**src/hdl/psa_pkg.sv**
```systemverilog
// Package: shared constants, types and control structs of the priority slot arbiter.
`default_nettype none

package psa_pkg;

  localparam int NUM_SLOTS  = 8;
  localparam int SLOT_IDX_W = (NUM_SLOTS > 1) ? $clog2(NUM_SLOTS) : 1;

  localparam int KIND_W    = 2;
  localparam int TOKEN_W   = 8;
  localparam int EXPR_W    = 6;
  localparam int PRIO_W    = 8;
  localparam int STAMP_W   = 32;
  localparam int GRANT_W   = 3;
  localparam int ES_W      = EXPR_W + STAMP_W;

  localparam int APB_ADDR_W = 3;
  localparam int APB_DATA_W = 32;

  // register index, taken from paddr[2]
  localparam logic REG_IDX_NEUTRAL = 1'b0;

  typedef enum logic [KIND_W-1:0] {
    KIND_REQUEST = 2'd0,
    KIND_UPDATE  = 2'd1,
    KIND_RELEASE = 2'd2,
    KIND_QUERY   = 2'd3
  } kind_e;

  typedef enum logic [2:0] {
    ST_IDLE,
    ST_APPLY,
    ST_SCAN,
    ST_SETTLE,
    ST_COMMIT,
    ST_DONE
  } state_e;

  typedef struct packed {
    logic load;      // capture input beat
    logic apply;     // execute the operation on the slot table
    logic scan_clr;  // reset scan pointer and best candidate
    logic scan_rd;   // read slot at scan pointer, advance
    logic commit;    // update winning code from best candidate
    logic emit;      // load output register
  } ctrl_cmd_t;

  typedef struct packed {
    logic apply_hit;  // operation takes effect, winner must be rescanned
    logic scan_last;  // scan pointer at last slot
    logic out_free;   // output register can take a new result
  } ctrl_status_t;

endpackage

`default_nettype wire

```
**src/hdl/psa_in_if.sv**
```systemverilog
// Interface: input channel carrying one operation beat.
`default_nettype none

interface psa_in_if;
  logic        valid;
  logic        ready;
  logic [1:0]  kind;
  logic [7:0]  token;
  logic [5:0]  expression;
  logic [7:0]  priority_req;
  logic [31:0] now_ms;

  modport source (output valid, kind, token, expression, priority_req, now_ms, input ready);
  modport sink   (input valid, kind, token, expression, priority_req, now_ms, output ready);
endinterface

`default_nettype wire

```
**src/hdl/psa_out_if.sv**
```systemverilog
// Interface: output channel carrying one result beat.
`default_nettype none

interface psa_out_if;
  logic       valid;
  logic       ready;
  logic [2:0] granted_token;
  logic       grant_ok;
  logic       token_active;
  logic [5:0] current_expression;
  logic       expression_changed;

  modport source (output valid, granted_token, grant_ok, token_active, current_expression,
                  expression_changed, input ready);
  modport sink   (input valid, granted_token, grant_ok, token_active, current_expression,
                  expression_changed, output ready);
endinterface

`default_nettype wire

```
**src/hdl/psa_ram.sv**
```systemverilog
// Generic single-write, single-read RAM with registered read data.
`default_nettype none

module psa_ram #(
  parameter int WIDTH = 8,
  parameter int DEPTH = 8
) (
  input  wire                  clk_i,
  input  wire                  we_i,
  input  wire  [((DEPTH > 1) ? $clog2(DEPTH) : 1)-1:0] waddr_i,
  input  wire  [WIDTH-1:0]     wdata_i,
  input  wire                  re_i,
  input  wire  [((DEPTH > 1) ? $clog2(DEPTH) : 1)-1:0] raddr_i,
  output logic [WIDTH-1:0]     rdata_o
);

  logic [WIDTH-1:0] mem_q [DEPTH];

  always_ff @(posedge clk_i) begin
    if (we_i) begin
      mem_q[waddr_i] <= wdata_i;
    end
    if (re_i) begin
      rdata_o <= mem_q[raddr_i];
    end
  end

endmodule

`default_nettype wire

```
**src/hdl/psa_ctrl.sv**
```systemverilog
// Controller FSM: sequences apply, winner scan, commit and result hand-off.
`default_nettype none

module psa_ctrl (
  input  wire                    clk_i,
  input  wire                    rst_ni,
  input  wire                    in_valid_i,
  output logic                   in_ready_o,
  input  wire psa_pkg::ctrl_status_t status_i,
  output psa_pkg::ctrl_cmd_t     cmd_o
);
  import psa_pkg::*;

  state_e state_q, state_d;

  always_ff @(posedge clk_i or negedge rst_ni) begin
    if (!rst_ni) begin
      state_q <= ST_IDLE;
    end else begin
      state_q <= state_d;
    end
  end

  always_comb begin
    state_d    = state_q;
    cmd_o      = '0;
    in_ready_o = 1'b0;
    unique case (state_q)
      ST_IDLE: begin
        in_ready_o = 1'b1;
        if (in_valid_i) begin
          cmd_o.load = 1'b1;
          state_d    = ST_APPLY;
        end
      end
      ST_APPLY: begin
        cmd_o.apply    = 1'b1;
        cmd_o.scan_clr = 1'b1;
        state_d        = status_i.apply_hit ? ST_SCAN : ST_DONE;
      end
      ST_SCAN: begin
        cmd_o.scan_rd = 1'b1;
        if (status_i.scan_last) begin
          state_d = ST_SETTLE;
        end
      end
      ST_SETTLE: begin
        // last slot read lands and is compared this cycle
        state_d = ST_COMMIT;
      end
      ST_COMMIT: begin
        cmd_o.commit = 1'b1;
        state_d      = ST_DONE;
      end
      ST_DONE: begin
        if (status_i.out_free) begin
          cmd_o.emit = 1'b1;
          state_d    = ST_IDLE;
        end
      end
      default: begin
        state_d = ST_IDLE;
      end
    endcase
  end

`ifndef ASSERT_OFF
  a_settle_after_scan: assert property (@(posedge clk_i) disable iff (!rst_ni)
    (state_q == ST_SETTLE) |-> ($past(state_q) == ST_SCAN))
    else $error("settle not preceded by scan");
  a_emit_needs_room: assert property (@(posedge clk_i) disable iff (!rst_ni)
    cmd_o.emit |-> status_i.out_free)
    else $error("result emitted into a full output register");
  a_scan_only_on_hit: assert property (@(posedge clk_i) disable iff (!rst_ni)
    (cmd_o.apply && !status_i.apply_hit) |=> (state_q == ST_DONE))
    else $error("ineffective operation started a scan");
`endif

endmodule

`default_nettype wire

```
**src/hdl/psa_dp.sv**
```systemverilog
// Datapath: slot table, free-slot search, winner scan and result register.
`default_nettype none

module psa_dp (
  input  wire                           clk_i,
  input  wire                           rst_ni,
  input  wire psa_pkg::ctrl_cmd_t       cmd_i,
  output psa_pkg::ctrl_status_t         status_o,
  input  wire  [psa_pkg::EXPR_W-1:0]    neutral_i,
  input  wire  [psa_pkg::KIND_W-1:0]    kind_i,
  input  wire  [psa_pkg::TOKEN_W-1:0]   token_i,
  input  wire  [psa_pkg::EXPR_W-1:0]    expression_i,
  input  wire  [psa_pkg::PRIO_W-1:0]    priority_req_i,
  input  wire  [psa_pkg::STAMP_W-1:0]   now_ms_i,
  output logic                          out_valid_o,
  input  wire                           out_ready_i,
  output logic [psa_pkg::GRANT_W-1:0]   granted_token_o,
  output logic                          grant_ok_o,
  output logic                          token_active_o,
  output logic [psa_pkg::EXPR_W-1:0]    current_expression_o,
  output logic                          expression_changed_o
);
  import psa_pkg::*;

  // captured item
  kind_e                kind_q;
  logic [TOKEN_W-1:0]   tok_q;
  logic [EXPR_W-1:0]    expr_q;
  logic [PRIO_W-1:0]    prio_q;
  logic [STAMP_W-1:0]   now_q;
  logic [EXPR_W-1:0]    before_q;

  // slot table state
  logic [NUM_SLOTS-1:0] valid_q;
  logic [EXPR_W-1:0]    winner_q;

  // scan state
  logic [SLOT_IDX_W-1:0] scan_q;
  logic                  cmp_pend_q;
  logic [SLOT_IDX_W-1:0] cmp_idx_q;
  logic                  have_q;
  logic [PRIO_W-1:0]     best_prio_q;
  logic [STAMP_W-1:0]    best_stamp_q;
  logic [EXPR_W-1:0]     best_expr_q;

  // grant result of the apply step
  logic [GRANT_W-1:0]    granted_q;
  logic                  ok_q;

  logic                  out_valid_q;

  // combinational
  logic                  in_range;
  logic [SLOT_IDX_W-1:0] tok_idx;
  logic                  tok_valid;
  logic                  free_found;
  logic [SLOT_IDX_W-1:0] free_idx;
  logic [7:0]            free_ext;
  logic                  op_request;
  logic                  op_modify;
  logic                  hit;
  logic                  es_we;
  logic [SLOT_IDX_W-1:0] es_waddr;
  logic                  pr_we;
  logic [ES_W-1:0]       es_rdata;
  logic [PRIO_W-1:0]     pr_rdata;
  logic [EXPR_W-1:0]     rd_expr;
  logic [STAMP_W-1:0]    rd_stamp;
  logic                  better;

  assign in_range  = {1'b0, tok_q} < (TOKEN_W+1)'(NUM_SLOTS);
  assign tok_idx   = tok_q[SLOT_IDX_W-1:0];
  assign tok_valid = in_range && valid_q[tok_idx];

  // lowest free slot
  always_comb begin
    free_found = 1'b0;
    free_idx   = '0;
    for (int i = NUM_SLOTS - 1; i >= 0; i--) begin
      if (!valid_q[i]) begin
        free_found = 1'b1;
        free_idx   = SLOT_IDX_W'(i);
      end
    end
  end

  assign free_ext   = 8'(free_idx);
  assign op_request = (kind_q == KIND_REQUEST) && free_found;
  assign op_modify  = ((kind_q == KIND_UPDATE) || (kind_q == KIND_RELEASE)) && tok_valid;
  assign hit        = op_request || op_modify;

  assign es_we    = cmd_i.apply && (op_request || ((kind_q == KIND_UPDATE) && tok_valid));
  assign es_waddr = op_request ? free_idx : tok_idx;
  assign pr_we    = cmd_i.apply && op_request;

  psa_ram #(.WIDTH(ES_W), .DEPTH(NUM_SLOTS)) u_es_ram (
    .clk_i   (clk_i),
    .we_i    (es_we),
    .waddr_i (es_waddr),
    .wdata_i ({expr_q, now_q}),
    .re_i    (cmd_i.scan_rd),
    .raddr_i (scan_q),
    .rdata_o (es_rdata)
  );

  psa_ram #(.WIDTH(PRIO_W), .DEPTH(NUM_SLOTS)) u_pr_ram (
    .clk_i   (clk_i),
    .we_i    (pr_we),
    .waddr_i (free_idx),
    .wdata_i (prio_q),
    .re_i    (cmd_i.scan_rd),
    .raddr_i (scan_q),
    .rdata_o (pr_rdata)
  );

  assign rd_expr  = es_rdata[ES_W-1:STAMP_W];
  assign rd_stamp = es_rdata[STAMP_W-1:0];

  // strict compare keeps the lower index on a full tie
  assign better = cmp_pend_q && valid_q[cmp_idx_q] &&
                  (!have_q || (pr_rdata > best_prio_q) ||
                   ((pr_rdata == best_prio_q) && (rd_stamp > best_stamp_q)));

  // item capture and payload registers
  always_ff @(posedge clk_i) begin
    if (cmd_i.load) begin
      kind_q   <= kind_e'(kind_i);
      tok_q    <= token_i;
      expr_q   <= expression_i;
      prio_q   <= priority_req_i;
      now_q    <= now_ms_i;
      before_q <= winner_q;
    end
    if (cmd_i.apply) begin
      granted_q <= op_request ? free_ext[GRANT_W-1:0] : '0;
      ok_q      <= op_request;
    end
    cmp_idx_q <= scan_q;
    if (better) begin
      best_prio_q  <= pr_rdata;
      best_stamp_q <= rd_stamp;
      best_expr_q  <= rd_expr;
    end
    if (cmd_i.emit) begin
      granted_token_o      <= granted_q;
      grant_ok_o           <= ok_q;
      token_active_o       <= tok_valid;
      current_expression_o <= winner_q;
      expression_changed_o <= winner_q != before_q;
    end
  end

  // control state
  always_ff @(posedge clk_i or negedge rst_ni) begin
    if (!rst_ni) begin
      valid_q     <= '0;
      winner_q    <= '0;
      scan_q      <= '0;
      cmp_pend_q  <= 1'b0;
      have_q      <= 1'b0;
      out_valid_q <= 1'b0;
    end else begin
      if (cmd_i.apply) begin
        if (op_request) begin
          valid_q[free_idx] <= 1'b1;
        end else if ((kind_q == KIND_RELEASE) && tok_valid) begin
          valid_q[tok_idx] <= 1'b0;
        end
      end
      if (cmd_i.scan_clr) begin
        scan_q <= '0;
        have_q <= 1'b0;
      end else begin
        if (cmd_i.scan_rd) begin
          scan_q <= scan_q + 1'b1;
        end
        if (better) begin
          have_q <= 1'b1;
        end
      end
      cmp_pend_q <= cmd_i.scan_rd;
      if (cmd_i.commit) begin
        winner_q <= have_q ? best_expr_q : neutral_i;
      end
      if (cmd_i.emit) begin
        out_valid_q <= 1'b1;
      end else if (out_ready_i) begin
        out_valid_q <= 1'b0;
      end
    end
  end

  assign out_valid_o        = out_valid_q;
  assign status_o.apply_hit = hit;
  assign status_o.scan_last = scan_q == SLOT_IDX_W'(NUM_SLOTS - 1);
  assign status_o.out_free  = !out_valid_q || out_ready_i;

`ifndef ASSERT_OFF
  a_grant_sets_valid: assert property (@(posedge clk_i) disable iff (!rst_ni)
    (cmd_i.apply && op_request) |=> valid_q[$past(free_idx)])
    else $error("granted slot not marked active");
  a_release_clears: assert property (@(posedge clk_i) disable iff (!rst_ni)
    (cmd_i.apply && (kind_q == KIND_RELEASE) && tok_valid) |=> !valid_q[$past(tok_idx)])
    else $error("released slot still active");
  a_commit_no_pending: assert property (@(posedge clk_i) disable iff (!rst_ni)
    cmd_i.commit |-> !cmp_pend_q)
    else $error("winner committed with a compare outstanding");
`endif

endmodule

`default_nettype wire

```
**src/hdl/priority_slot_arbiter.sv**
```systemverilog
// Top level: priority slot arbiter with APB configuration and valid/ready channels.
//
// Usage:
//   req_i  : operation beats (request, update, release, query) on valid/ready.
//   rsp_o  : exactly one result beat per operation, in order.
//   APB    : register 0 (byte address 0) holds the neutral code, 6 bits, reset 0.
//            It is picked up the next time the winner is rescanned.
// Sequencing / throughput:
//   An effective request, update or release rescans the slot table, one slot per
//   cycle out of the slot RAMs, then settles, commits the winner and emits a result.
//   A query or an ignored operation skips the scan and goes from apply to done.
//   One operation is in flight at a time; the scan through the slot RAM read
//   port sets the rate. req_i.ready is high in the idle state.
// Reset:
//   All slots inactive, winning code and neutral code 0, no result pending.
//   Slot contents are not cleared; only active slots are ever compared.
// Back-pressure:
//   A result sits in the output register until rsp_o.ready; the next beat is
//   accepted meanwhile, and its result waits in the done state until the
//   output register frees up.
`default_nettype none

module priority_slot_arbiter (
  input  wire                               clk_i,
  input  wire                               rst_ni,
  psa_in_if.sink                            req_i,
  psa_out_if.source                         rsp_o,
  input  wire                               psel,
  input  wire                               penable,
  input  wire                               pwrite,
  input  wire  [psa_pkg::APB_ADDR_W-1:0]    paddr,
  input  wire  [psa_pkg::APB_DATA_W-1:0]    pwdata,
  output logic [psa_pkg::APB_DATA_W-1:0]    prdata,
  output logic                              pready
);
  import psa_pkg::*;

  ctrl_cmd_t        cmd;
  ctrl_status_t     status;
  logic             in_ready;
  logic [EXPR_W-1:0] neutral_q;
  logic             reg_sel;

  // APB register file: only the neutral code lives here
  assign pready  = 1'b1;
  assign reg_sel = (paddr[APB_ADDR_W-1:2] == REG_IDX_NEUTRAL) && (paddr[1:0] == 2'b00);

  always_ff @(posedge clk_i or negedge rst_ni) begin
    if (!rst_ni) begin
      neutral_q <= '0;
    end else if (psel && penable && pwrite && reg_sel) begin
      neutral_q <= pwdata[EXPR_W-1:0];
    end
  end

  assign prdata = reg_sel ? APB_DATA_W'(neutral_q) : '0;

  assign req_i.ready = in_ready;

  psa_ctrl u_ctrl (
    .clk_i      (clk_i),
    .rst_ni     (rst_ni),
    .in_valid_i (req_i.valid),
    .in_ready_o (in_ready),
    .status_i   (status),
    .cmd_o      (cmd)
  );

  psa_dp u_dp (
    .clk_i                (clk_i),
    .rst_ni               (rst_ni),
    .cmd_i                (cmd),
    .status_o             (status),
    .neutral_i            (neutral_q),
    .kind_i               (req_i.kind),
    .token_i              (req_i.token),
    .expression_i         (req_i.expression),
    .priority_req_i       (req_i.priority_req),
    .now_ms_i             (req_i.now_ms),
    .out_valid_o          (rsp_o.valid),
    .out_ready_i          (rsp_o.ready),
    .granted_token_o      (rsp_o.granted_token),
    .grant_ok_o           (rsp_o.grant_ok),
    .token_active_o       (rsp_o.token_active),
    .current_expression_o (rsp_o.current_expression),
    .expression_changed_o (rsp_o.expression_changed)
  );

endmodule

`default_nettype wire
```
**src/flat_wrapper.sv**
```systemverilog
// flat-port wrapper written by rule: the top's interface ports become plain ports
module priority_slot_arbiter_flat import psa_pkg::*;
  (clk_i, rst_ni, psel, penable, pwrite, paddr, pwdata, prdata, pready, req_i_valid, req_i_kind, req_i_token, req_i_expression, req_i_priority_req, req_i_now_ms, req_i_ready, rsp_o_valid, rsp_o_granted_token, rsp_o_grant_ok, rsp_o_token_active, rsp_o_current_expression, rsp_o_expression_changed, rsp_o_ready);
  psa_in_if req_i_i ();
  psa_out_if rsp_o_i ();
  input  wire clk_i;
  input  wire rst_ni;
  input  wire psel;
  input  wire penable;
  input  wire pwrite;
  input  wire  [psa_pkg::APB_ADDR_W-1:0] paddr;
  input  wire  [psa_pkg::APB_DATA_W-1:0] pwdata;
  output logic [psa_pkg::APB_DATA_W-1:0] prdata;
  output logic pready;
  input wire logic [$bits(req_i_i.valid)-1:0] req_i_valid;
  input wire logic [$bits(req_i_i.kind)-1:0] req_i_kind;
  input wire logic [$bits(req_i_i.token)-1:0] req_i_token;
  input wire logic [$bits(req_i_i.expression)-1:0] req_i_expression;
  input wire logic [$bits(req_i_i.priority_req)-1:0] req_i_priority_req;
  input wire logic [$bits(req_i_i.now_ms)-1:0] req_i_now_ms;
  output wire logic [$bits(req_i_i.ready)-1:0] req_i_ready;
  output wire logic [$bits(rsp_o_i.valid)-1:0] rsp_o_valid;
  output wire logic [$bits(rsp_o_i.granted_token)-1:0] rsp_o_granted_token;
  output wire logic [$bits(rsp_o_i.grant_ok)-1:0] rsp_o_grant_ok;
  output wire logic [$bits(rsp_o_i.token_active)-1:0] rsp_o_token_active;
  output wire logic [$bits(rsp_o_i.current_expression)-1:0] rsp_o_current_expression;
  output wire logic [$bits(rsp_o_i.expression_changed)-1:0] rsp_o_expression_changed;
  input wire logic [$bits(rsp_o_i.ready)-1:0] rsp_o_ready;
  assign req_i_i.valid = req_i_valid;
  assign req_i_i.kind = req_i_kind;
  assign req_i_i.token = req_i_token;
  assign req_i_i.expression = req_i_expression;
  assign req_i_i.priority_req = req_i_priority_req;
  assign req_i_i.now_ms = req_i_now_ms;
  assign req_i_ready = req_i_i.ready;
  assign rsp_o_valid = rsp_o_i.valid;
  assign rsp_o_granted_token = rsp_o_i.granted_token;
  assign rsp_o_grant_ok = rsp_o_i.grant_ok;
  assign rsp_o_token_active = rsp_o_i.token_active;
  assign rsp_o_current_expression = rsp_o_i.current_expression;
  assign rsp_o_expression_changed = rsp_o_i.expression_changed;
  assign rsp_o_i.ready = rsp_o_ready;
  priority_slot_arbiter u_core (.clk_i(clk_i), .rst_ni(rst_ni), .req_i(req_i_i), .rsp_o(rsp_o_i), .psel(psel), .penable(penable), .pwrite(pwrite), .paddr(paddr), .pwdata(pwdata), .prdata(prdata), .pready(pready));
endmodule
```
**config.mk**
```make
export PLATFORM = sky130hd
export DESIGN_NAME = priority_slot_arbiter_flat
export DESIGN_NICKNAME = d
export VERILOG_FILES = /design/src/hdl/psa_pkg.sv /design/src/hdl/psa_in_if.sv /design/src/hdl/psa_out_if.sv /design/src/hdl/psa_ram.sv /design/src/hdl/psa_ctrl.sv /design/src/hdl/psa_dp.sv /design/src/hdl/priority_slot_arbiter.sv /design/src/flat_wrapper.sv
export SDC_FILE = /design/constraint.sdc
export NUM_CORES = 1
export LEC_CHECK = 0
export BUFFER_PORTS_ARGS = -buffer_cell sky130_fd_sc_hd__clkbuf_2
export CORE_ASPECT_RATIO = 0.9
export CORE_MARGIN = 5
export CORE_UTILIZATION = 60
export CTS_CLUSTER_DIAMETER = 80
export CTS_CLUSTER_SIZE = 8
export DETAILED_ROUTE_END_ITERATION = 16
export PLACE_DENSITY = 0.82
export SLEW_MARGIN = 20
export SYNTH_ARGS = -nofsm -noshare
export SYNTH_HDL_FRONTEND = slang
export SYNTH_SLANG_ARGS = --single-unit
```
**constraint.sdc**
```tcl
create_clock -name clk_i -period 5.95 [get_ports clk_i]
set_input_delay 0.8925 -clock clk_i [delete_from_list [all_inputs] [get_ports clk_i]]
set_output_delay 0.8925 -clock clk_i [all_outputs]
set_load 0.005 [all_outputs]
```
==> flow_summary.yaml, run 1 <==
status:
  status: "finished, final reports clean"
logic_synthesis:
  synth_top_family_by_area: "multiplexers"
  synth_area_leader_cell: "edfxtp_1"
  synth-xor-area-share_pct: 0.238
  synth_compound_area_share_pct: 2.40
  synth_area_sq_um: 22100
  synthTopCellsByCount: "edfxtp_1, mux4_2, mux2_2"
  synth_most_common_cell: "edfxtp_1"
  synth-simple-area-share_pct: 2.92
  yosysSeqAreaShare_pct: 76.7
  synth_ff_type: "edfxtp_1"
  synth_cell_type_count: 63
  syn_area_per_cell_sq_um: 20.3
  ys_warn_count: 0
  synthMuxAreaShare_pct: 12.7
  synth_edf_count: 538
  synth_top_area_share_pct: 73.2
  synthCells: 1088
  synth_seq_cells: 570
  synthArstFlopShare_pct: 5.09
  synth_fa_ha_area_share_pct: 2.55
  synth.top_cells.by_area: "edfxtp_1, mux4_2, dfrtp_1"
sta:
  rsz0062_at_grt: "false"
  fin_tns_setup_ns: 0
  clock.fmax_mhz: 255
  drv_slew: 0
  post-route-period-util_pct: 65.8
  max-slew-margin-rel_pct: 23.3
  tightest_slew_ns: 1.15
  report.final.setup_viol: 0
  skew_ns: 0.0281
  hold_viol: 0
  fin_crit_ns: 3.91
setup_path:
  critPathKind: "flop to flop"
  path_cells: "mux2_2 -> o221ai_1 -> a211o_1 -> inv_1 -> nand4_1 -> a21oi_4 -> buf_4"
  endpoint: "u_core.u_dp.u_es_ram.mem_q[6][31]"
  worstPathArrival_ns: 4.16
  timing.rr.end: "u_core.u_dp.u_es_ram.mem_q[6][31]"
  startpoint: "u_core.u_dp.tok_q[1]"
  cp-end-kind: "flop"
  regToRegSetupSlack_ns: 2.04
  slowest_delay_ns: 1.05
  required_ns: 6.20
  worstRegToRegCells: 7
  cp_slowest_cell: "a21oi_4"
  r2r_start: "u_core.u_dp.tok_q[1]"
  worst_setup_path_start_kind: "flop"
  path_max_fanout: 23
floorplanning:
  ioPinCount: 145
  core_sq_um: 36300
  dieArea_sq_um: 40700
  die_width_microns: 212
  fp-row-count: 66
  start_util_pct: 60.9
  die_height_microns: 192
flow_run:
  drv_cap: 0
power:
  power.switching_uw: 2570
  peakVddDrop_mv: 0.262
  sw_frac_of_total_pct: 24.5
  power_density_nw_per_um2: 412
  seqPwrFrac_pct: 50.4
  combPwrFrac_pct: 10.9
  total_power_uw: 10500
  p_int_uw: 7900
  p_leak_uw: 0.00861
  clockPowerShare_pct: 38.7
final_layout:
  fin_area_sq_um: 25400
  multiInputGateArea_sq_um: 4830
  area_growth_pct: 15.0
  post-route-util_pct: 70.0
  seq_area_sq_um: 17000
  finalNetCount: 1388
  drive_gt1_share_pct: 29.2
  diodes: 0
  nFillCells: 2067
  final_cells: 1741
route:
  routed_wl_microns: 44500
  drc: 0
  firstDrtPassIters: 5
  drt_iter0_drc: 1188
  via_per_inst: 6.20
  vias: 10794
  ant_nets: 0
  avgRoutedWirePerCell_microns: 25.5
cts:
  cts-root-buf: "clkbuf_16"
  cts.path.max_buffers: 3
  cts_resized: 0
  clk_pin_slew_ns: 0.06
  clock_latency_ns: 0.60
  postCtsSetupBuffers: 0
  cts-buffers-inserted: 81
  tritoncts: "yes"
  cts.sinks: 570
  htree_levels: 3
  cts_hold_buf: 0
grt:
  grt_pass1_wl_microns: 68400
  grt_overflow: 0
  antenna_found_initial: 0
  grt_max_degree: 74
  gr-usage-all-layers_pct: 22.4
  grt_pass1_vias: 11421
placement:
  dpl_cell_area_sq_um: 23100
  place.gp.congestion: 0.797
  dp.cells: 1637
  io_buffers: 91
  place_hpwl_microns: 23100
min_path:
  min_path_type: "input port to asynchronous set/reset pin"
worst min-delay path by stage:
| stage | startpoint | cells past startpoint | end | slack [ns] |
|---|---|---|---|---|
| final | rst_ni | 1 | u_core.u_ctrl.state_q[1] | 0.37 |
| after CTS | rst_ni | 1 | u_core.u_dp.valid_q[0] | 0.36 |
| after global routing | rst_ni | 1 | u_core.u_ctrl.state_q[1] | 0.42 |
| after floorplan | u_core.u_dp.scan_q[2] | 0 | u_core.u_dp.cmp_idx_q[2] | 0.39 |
| after global placement | u_core.u_dp.granted_q[2] | 0 | u_core.u_dp.granted_token_o[2] | 0.40 |
| after detailed placement | u_core.u_dp.ok_q | 0 | u_core.u_dp.grant_ok_o | 0.40 |
layer usage:
metal  GRT usage (%)  routed length [microns]  vias to the layer above
met5               0                        0                        -
met4            7.36                     1140                        0
met3            3.61                     3210                       94
met2            37.4                    22600                      541
met1            31.0                    17500                     5546
li1                -                        -                     4613
logic make-up (layout without fill, tap and decap cells):
group                    after synthesis  count (layout)
AO/OA/AOI/OAI                         81              81
AND/OR/NAND/NOR                      119             119
buffers and inverters                109             261
adder cells (fa/ha/maj)               45              45
multiplexers                         156             156
XOR/XNOR                               6               6
flip-flops                           570             570
other                                  2              27
through the flow:
| stage | hold WS [ns] | setup slack (ns) |
|---|---|---|
| floorplan | 0.390 | 1.75 |
| global route | 0.424 | 1.91 |
| detailed placement | 0.405 | 2.07 |
| CTS | 0.359 | 2.06 |
| finish | 0.369 | 2.04 |
| global placement | 0.404 | 2.21 |
state kept, by name, indices dropped and copies added (netlist names), 2 cells and up:
name,flops
u_core.neutral_q,6
u_core.u_ctrl.state_q,3
u_core.u_dp.before_q,6
u_core.u_dp.best_expr_q,6
u_core.u_dp.best_prio_q,8
u_core.u_dp.best_stamp_q,32
u_core.u_dp.cmp_idx_q,3
u_core.u_dp.current_expression_o,6
u_core.u_dp.expr_q,6
u_core.u_dp.granted_q,3
u_core.u_dp.granted_token_o,3
u_core.u_dp.kind_q,2
u_core.u_dp.now_q,32
u_core.u_dp.prio_q,8
u_core.u_dp.scan_q,3
u_core.u_dp.tok_q,8
u_core.u_dp.u_es_ram.mem_q,304
u_core.u_dp.u_es_ram.rdata_o,38
u_core.u_dp.u_pr_ram.mem_q,64
u_core.u_dp.u_pr_ram.rdata_o,8
u_core.u_dp.valid_q,8
u_core.u_dp.winner_q,6
critical path: cells and delay by family (launching register included):
family	cells	cell delay, ns
flops	1	0.54
compound gates	3	1.59
buf+inv	2	0.66
simple gates	1	0.45
mux	1	0.29
layout make-up:
type                    count  share of cell area, %
multi-input cells         434                   19.0
clock buffers              95                   8.19
well taps                 476                   2.35
inverters                  51                  0.764
repair buffers            107                   2.40
flip-flops and latches    570                   66.8
clock inverters             8                  0.537
placed cells by master (no fill, tap or decap), types with 10 or more instances in the layout:
master / netlist / final
edfxtp_1: 538 / 538
mux4_2: 93 / 93
clkbuf_2: 0 / 91
clkbuf_16: 0 / 81
mux2_2: 55 / 55
inv_1: 50 / 50
ha_1: 45 / 45
a21oi_1: 35 / 27
conb_1: 2 / 27
dfrtp_1: 29 / 26
nor2_1: 26 / 24
nand2_1: 21 / 21
clkbuf_1: 18 / 14
buf_4: 29 / 14
nand4_1: 13 / 13
nand3_1: 10 / 10
o21ai_0: 10 / 10
power by group through the flow:
stage	clock [uW]	combinational [uW]	sequential, uW
floorplan	0	844	5190
global placement	0	1080	5290
detailed placement	0	1110	5330
CTS	4110	1150	5270
global route	4300	1240	5320
finish	4050	1140	5280
Power figures use the tool's default switching activity.
==> inputs of run 2 (changes only) <==
CORE_UTILIZATION = 54   (was 60)
PLACE_DENSITY = 0.78   (was 0.82)
clock period = 3.4 ns   (was 5.95 ns; I/O delays follow)
==> run 2 against run 1 <==
Routed wire length fell by 3.2%; critical path type unchanged; register-to-register slack lost 1.6 ns; first-iteration DRC count shrank 22%; die area increased by 11%; core utilization down 6.5 points; sequential cell count stayed put; global-route usage down 3.0 points; setup slack got worse by 1.6 ns; non-clock buffer count rose by 18.
==> flow_summary.yaml, run 2 (same netlist as run 1, synthesis figures left out) <==
final_layout:
  diodes: 0
  largest_reg_flops: 304
  final_common_cell: "edfxtp_1"
  drive_gt1_share_pct: 29.9
  nFillCells: 2552
  reg_top3: "u_core.u_dp.u_es_ram.mem_q x304, u_core.u_dp.u_pr_ram.mem_q x64, u_core.u_dp.u_es_ram.rdata_o x38"
  area_growth_pct: 16.6
  final_cell_mix: "edfxtp_1, mux4_2, clkbuf_2"
  finalNetCount: 1406
  top_register: "u_core.u_dp.u_es_ram.mem_q"
flow_run:
  drv_cap: 0
status:
  status: "finished, final reports clean"
route:
  ant_nets: 0
  routed_wl_microns: 43000
  via_per_inst: 5.81
  vias: 10622
  avgRoutedWirePerCell_microns: 23.5
  firstDrtPassIters: 4
  drc: 0
  drt_iter0_drc: 922
power:
  total_power_uw: 18400
  power.switching_uw: 4370
  clockPowerShare_pct: 38.5
  combPwrFrac_pct: 11.2
  p_leak_uw: 0.00874
  peakVddDrop_mv: 0.444
  p_int_uw: 14000
  seqPwrFrac_pct: 50.3
  sw_frac_of_total_pct: 23.7
  power_density_nw_per_um2: 715
cts:
  cts.path.max_buffers: 3
  clock_latency_ns: 0.58
  cts_resized: 0
  htree_levels: 3
  cts-root-buf: "clkbuf_16"
  cts_hold_buf: 0
  clk_pin_slew_ns: 0.06
  cts-buffers-inserted: 81
  postCtsSetupBuffers: 0
  cts.sinks: 570
  tritoncts: "yes"
floorplanning:
  fp-row-count: 70
  ioPinCount: 145
  dieArea_sq_um: 45000
  core_sq_um: 40600
  die_width_microns: 223
  start_util_pct: 54.4
  die_height_microns: 202
grt:
  grt_overflow: 0
  grt_pass1_wl_microns: 67400
  gr-usage-all-layers_pct: 19.4
  grt_max_degree: 40
  antenna_found_initial: 0
  grt_pass1_vias: 11511
setup_path:
  path_cells: "mux2_2 -> o221ai_1 -> a211o_1 -> inv_1 -> nand4_1 -> a21oi_4 -> buf_12"
  cp_slowest_cell: "dfrtp_1"
  worstPathArrival_ns: 3.25
  cp-end-kind: "flop"
  worst_setup_path_start_kind: "flop"
  path_max_fanout: 38
  critPathKind: "flop to flop"
  required_ns: 3.64
  slowest_delay_ns: 0.57
sta:
  fin_crit_ns: 3.01
  max-slew-margin-rel_pct: 46.1
  hold_viol: 0
  clock.fmax_mhz: 332
  post-route-period-util_pct: 88.6
  tightest_slew_ns: 0.808
  drv_slew: 0
  rsz0062_at_grt: "false"
  skew_ns: 0.0196
  fin_tns_setup_ns: 0
  report.final.setup_viol: 0
placement:
  place.gp.congestion: 0.873
  place_hpwl_microns: 24400
  io_buffers: 91
min_path:
  min_path_type: "input port to asynchronous set/reset pin"
[run 2: cell types whose count changed in the layout (fill, tap and decap cells not counted), sizes merged]
cell,previous run,this run
clkbuf,186,196
clkinv,5,1
inv,54,53
buf,16,34
[run 2: stage by stage]
step                instance area, sq um  setup slack, ns  utilization [%]  hold WS (ns)  std cells
CTS                                25800            0.431             63.5        0.0211       1828
floorplan                          22200           -0.468                -         0.214       1113
global route                       25800            0.235             63.5        0.0703       1828
global placement                   23500            0.521             58.0         0.406       1720
detailed placement                 23500            0.455             58.0         0.405       1720
finish                             25800            0.389             63.5        0.0204       1828
[run 2: area by class of cell]
type	count	area [sq um]	area share (%)
Clock buffer	105	2200	8.55
Clock inverter	3	26.3	0.102
Multi-Input combinational cell	434	4820	18.7
Sequential cell	570	17000	65.8
Inverter	51	194	0.753
Timing Repair Buffer	125	886	3.44
Tap cell	540	676	2.62
[run 2: worst paths after layout]
check,startpoint,cells past startpoint,endpoint,slack (ns)
worst max-delay path,u_core.u_dp.valid_q[0],7,u_core.u_dp.u_es_ram.mem_q[5][23],0.39
worst min-delay path,rst_ni,1,u_core.u_dp.have_q,0.02
worst max register to register,u_core.u_dp.valid_q[0],7,u_core.u_dp.u_es_ram.mem_q[5][23],0.39
worst min register to register,u_core.u_dp.u_es_ram.rdata_o[33],0,u_core.u_dp.best_expr_q[1],0.42
max in group asynchronous,rst_ni,1,u_core.u_dp.scan_q[0],2.77
min in group clk_i,req_i_token[6],1,u_core.u_dp.tok_q[6],0.11
[run 2: critical path: cells and delay by family (launching register included)]
family / cells / cell delay [ns]
buffers and inverters: 2 / 0.48
AO/OA/AOI/OAI: 3 / 0.89
AND/OR/NAND/NOR: 1 / 0.45
flip-flops: 1 / 0.57
multiplexers: 1 / 0.24
[run 2: layer usage]
metal,wire (microns),part of all wire [%],track usage [%]
met1,17700,41,26.5
met2,21800,51,32.4
met3,2580,6.0,3.47
met4,954,2.2,5.95
met5,0,0,0
[run 2: power by group through the flow]
| stage | Clock [uW] | Sequential, uW | Combinational [uW] |
|---|---|---|---|
| final | 7090 | 9250 | 2060 |
| after global routing | 7550 | 9330 | 2260 |
| after CTS | 7210 | 9250 | 2090 |
| after detailed placement | 0 | 9360 | 2050 |
| after global placement | 0 | 9300 | 1980 |
| after floorplan | 0 | 9090 | 1480 |
==> inputs of run 3 (changes only) <==
CELL_PAD_IN_SITES_DETAIL_PLACEMENT = 0   (was unset)
CELL_PAD_IN_SITES_GLOBAL_PLACEMENT = 2   (was unset)
CORE_UTILIZATION = 42   (was 54)
==> run 3 against run 2 <==
Clock-buffer cell count stayed put; power about the same; critical path type unchanged; combinational power hardly changed; global-route usage decreased by 4.6 points.
==> flow_summary.yaml, run 3 (same netlist as run 1, synthesis figures left out) <==
floorplanning:
  start_util_pct: 42.5
  dieArea_sq_um: 57300
  die_width_microns: 252
  die_height_microns: 228
  core_sq_um: 51900
  ioPinCount: 145
  fp-row-count: 79
cts:
  cts-buffers-inserted: 81
  cts_resized: 0
  cts.path.max_buffers: 3
  clk_pin_slew_ns: 0.05
  postCtsSetupBuffers: 0
  cts_hold_buf: 0
  tritoncts: "yes"
  cts-root-buf: "clkbuf_16"
  cts.sinks: 570
  htree_levels: 3
  clock_latency_ns: 0.59
route:
  vias: 10275
  firstDrtPassIters: 5
  routed_wl_microns: 42100
  avgRoutedWirePerCell_microns: 21.3
  ant_nets: 0
  drt_iter0_drc: 719
  drc: 0
  via_per_inst: 5.20
min_path:
  min_path_type: "input port to asynchronous set/reset pin"
sta:
  hold_ws_ns: 0.0438
  rsz0062_at_grt: "false"
  fin_tns_setup_ns: 0
  report.final.setup_viol: 0
  skew_ns: 0.0145
  max-slew-margin-rel_pct: 28.7
  setup_slack_ns: 0.626
  clock.fmax_mhz: 361
  tightest_slew_ns: 1.07
  fin_crit_ns: 2.77
  hold_viol: 0
  post-route-period-util_pct: 81.6
  drv_slew: 0
setup_path:
  worst_setup_path_start_kind: "flop"
  worstPathArrival_ns: 3.03
  cp_slowest_cell: "edfxtp_1"
  cp-end-kind: "flop"
  critPathKind: "flop to flop"
  cp_top_family: "compound AO/OA/AOI/OAI gates"
  worstRegToRegCells: 8
  r2r_start: "u_core.u_dp.tok_q[1]"
  timing.rr.end: "u_core.u_dp.u_es_ram.mem_q[6][17]"
  slowest_delay_ns: 0.54
  path_cells: "mux2_2 -> o221ai_1 -> a211o_1 -> inv_1 -> nand4_1 -> buf_4 -> a21oi_4 -> buf_12"
  regToRegSetupSlack_ns: 0.63
  required_ns: 3.65
  path_max_fanout: 38
  cp_num_buf_inv: 3
grt:
  gr-usage-all-layers_pct: 14.8
  grt_pass1_wl_microns: 64400
  grt_overflow: 0
  antenna_found_initial: 1
  grt_pass1_vias: 10735
  grt_max_degree: 63
power:
  power_density_nw_per_um2: 709
  p_leak_uw: 0.00872
  peakVddDrop_mv: 0.350
  total_power_uw: 18400
final_layout:
  area_growth_pct: 17.5
  reg_top3: "u_core.u_dp.u_es_ram.mem_q x304, u_core.u_dp.u_pr_ram.mem_q x64, u_core.u_dp.u_es_ram.rdata_o x38"
  final_common_cell: "edfxtp_1"
  diodes: 0
  finalNetCount: 1401
  final_cell_mix: "edfxtp_1, mux4_2, clkbuf_2"
  drive_gt1_share_pct: 29.6
  largest_reg_flops: 304
  top_register: "u_core.u_dp.u_es_ram.mem_q"
placement:
  place_hpwl_microns: 23700
  dp_worst_setup_slack_ns: 0.665
  io_buffers: 91
  place.gp.congestion: 0.744
flow_run:
  drv_cap: 0
status:
  status: "finished, final reports clean"
[run 3: through the flow]
step / utilization, % / cell area, sq um / cells
after floorplan: - / 22200 / 1113
after global placement: 45.6 / 23700 / 1863
after detailed placement: 45.6 / 23700 / 1863
after CTS: 50.0 / 25900 / 1975
after global routing: 50.0 / 25900 / 1975
final: 50.0 / 25900 / 1975
[run 3: final cells by class]
class                   instances  area (sq um)
clock buffers                 105          2160
clock inverters                 7           108
fillers                      4146         26000
inverters                      51           194
multi-input cells             434          4820
flip-flops and latches        570         17000
well taps                     688           861
repair buffers                120           848
[run 3: worst max path at each step]
stage,start,slack (ns),endpoint,cells past startpoint
after CTS,u_core.u_dp.tok_q[1],0.63,u_core.u_dp.u_es_ram.mem_q[1][12],8
final,u_core.u_dp.tok_q[1],0.63,u_core.u_dp.u_es_ram.mem_q[6][17],8
after global placement,u_core.u_dp.tok_q[1],0.69,u_core.u_dp.u_es_ram.mem_q[7][23],8
after floorplan,u_core.u_dp.tok_q[1],-0.47,u_core.u_dp.u_es_ram.mem_q[7][0],7
after global routing,u_core.u_dp.tok_q[1],0.50,u_core.u_dp.u_es_ram.mem_q[1][11],8
after detailed placement,u_core.u_dp.tok_q[1],0.67,u_core.u_dp.u_es_ram.mem_q[1][32],8
[run 3: routing by layer]
| metal | vias up | share of wire [%] | global-route usage (%) |
|---|---|---|---|
| li1 | 4655 | - | - |
| met1 | 5322 | 45 | 21.0 |
| met2 | 230 | 48 | 23.8 |
| met3 | 68 | 4.9 | 3.13 |
| met4 | 0 | 1.8 | 4.08 |
| met5 | - | 0 | 0 |
[run 3: power breakdown]
part           switching, uW  total, uW  leakage [uW]  internal [uW]
registers                555       9210       0.00525           8660
clock network           2700       7150       0.00110           4450
logic                   1100       2030       0.00238            925
[run 3: worst register-to-register path, stage by stage, from the launching register on]
cell      delay (ns)
edfxtp_1        0.54
mux2_2          0.29
o221ai_1        0.14
a211o_1         0.40
inv_1           0.20
nand4_1         0.14
buf_4           0.20
a21oi_4         0.17
buf_12          0.29
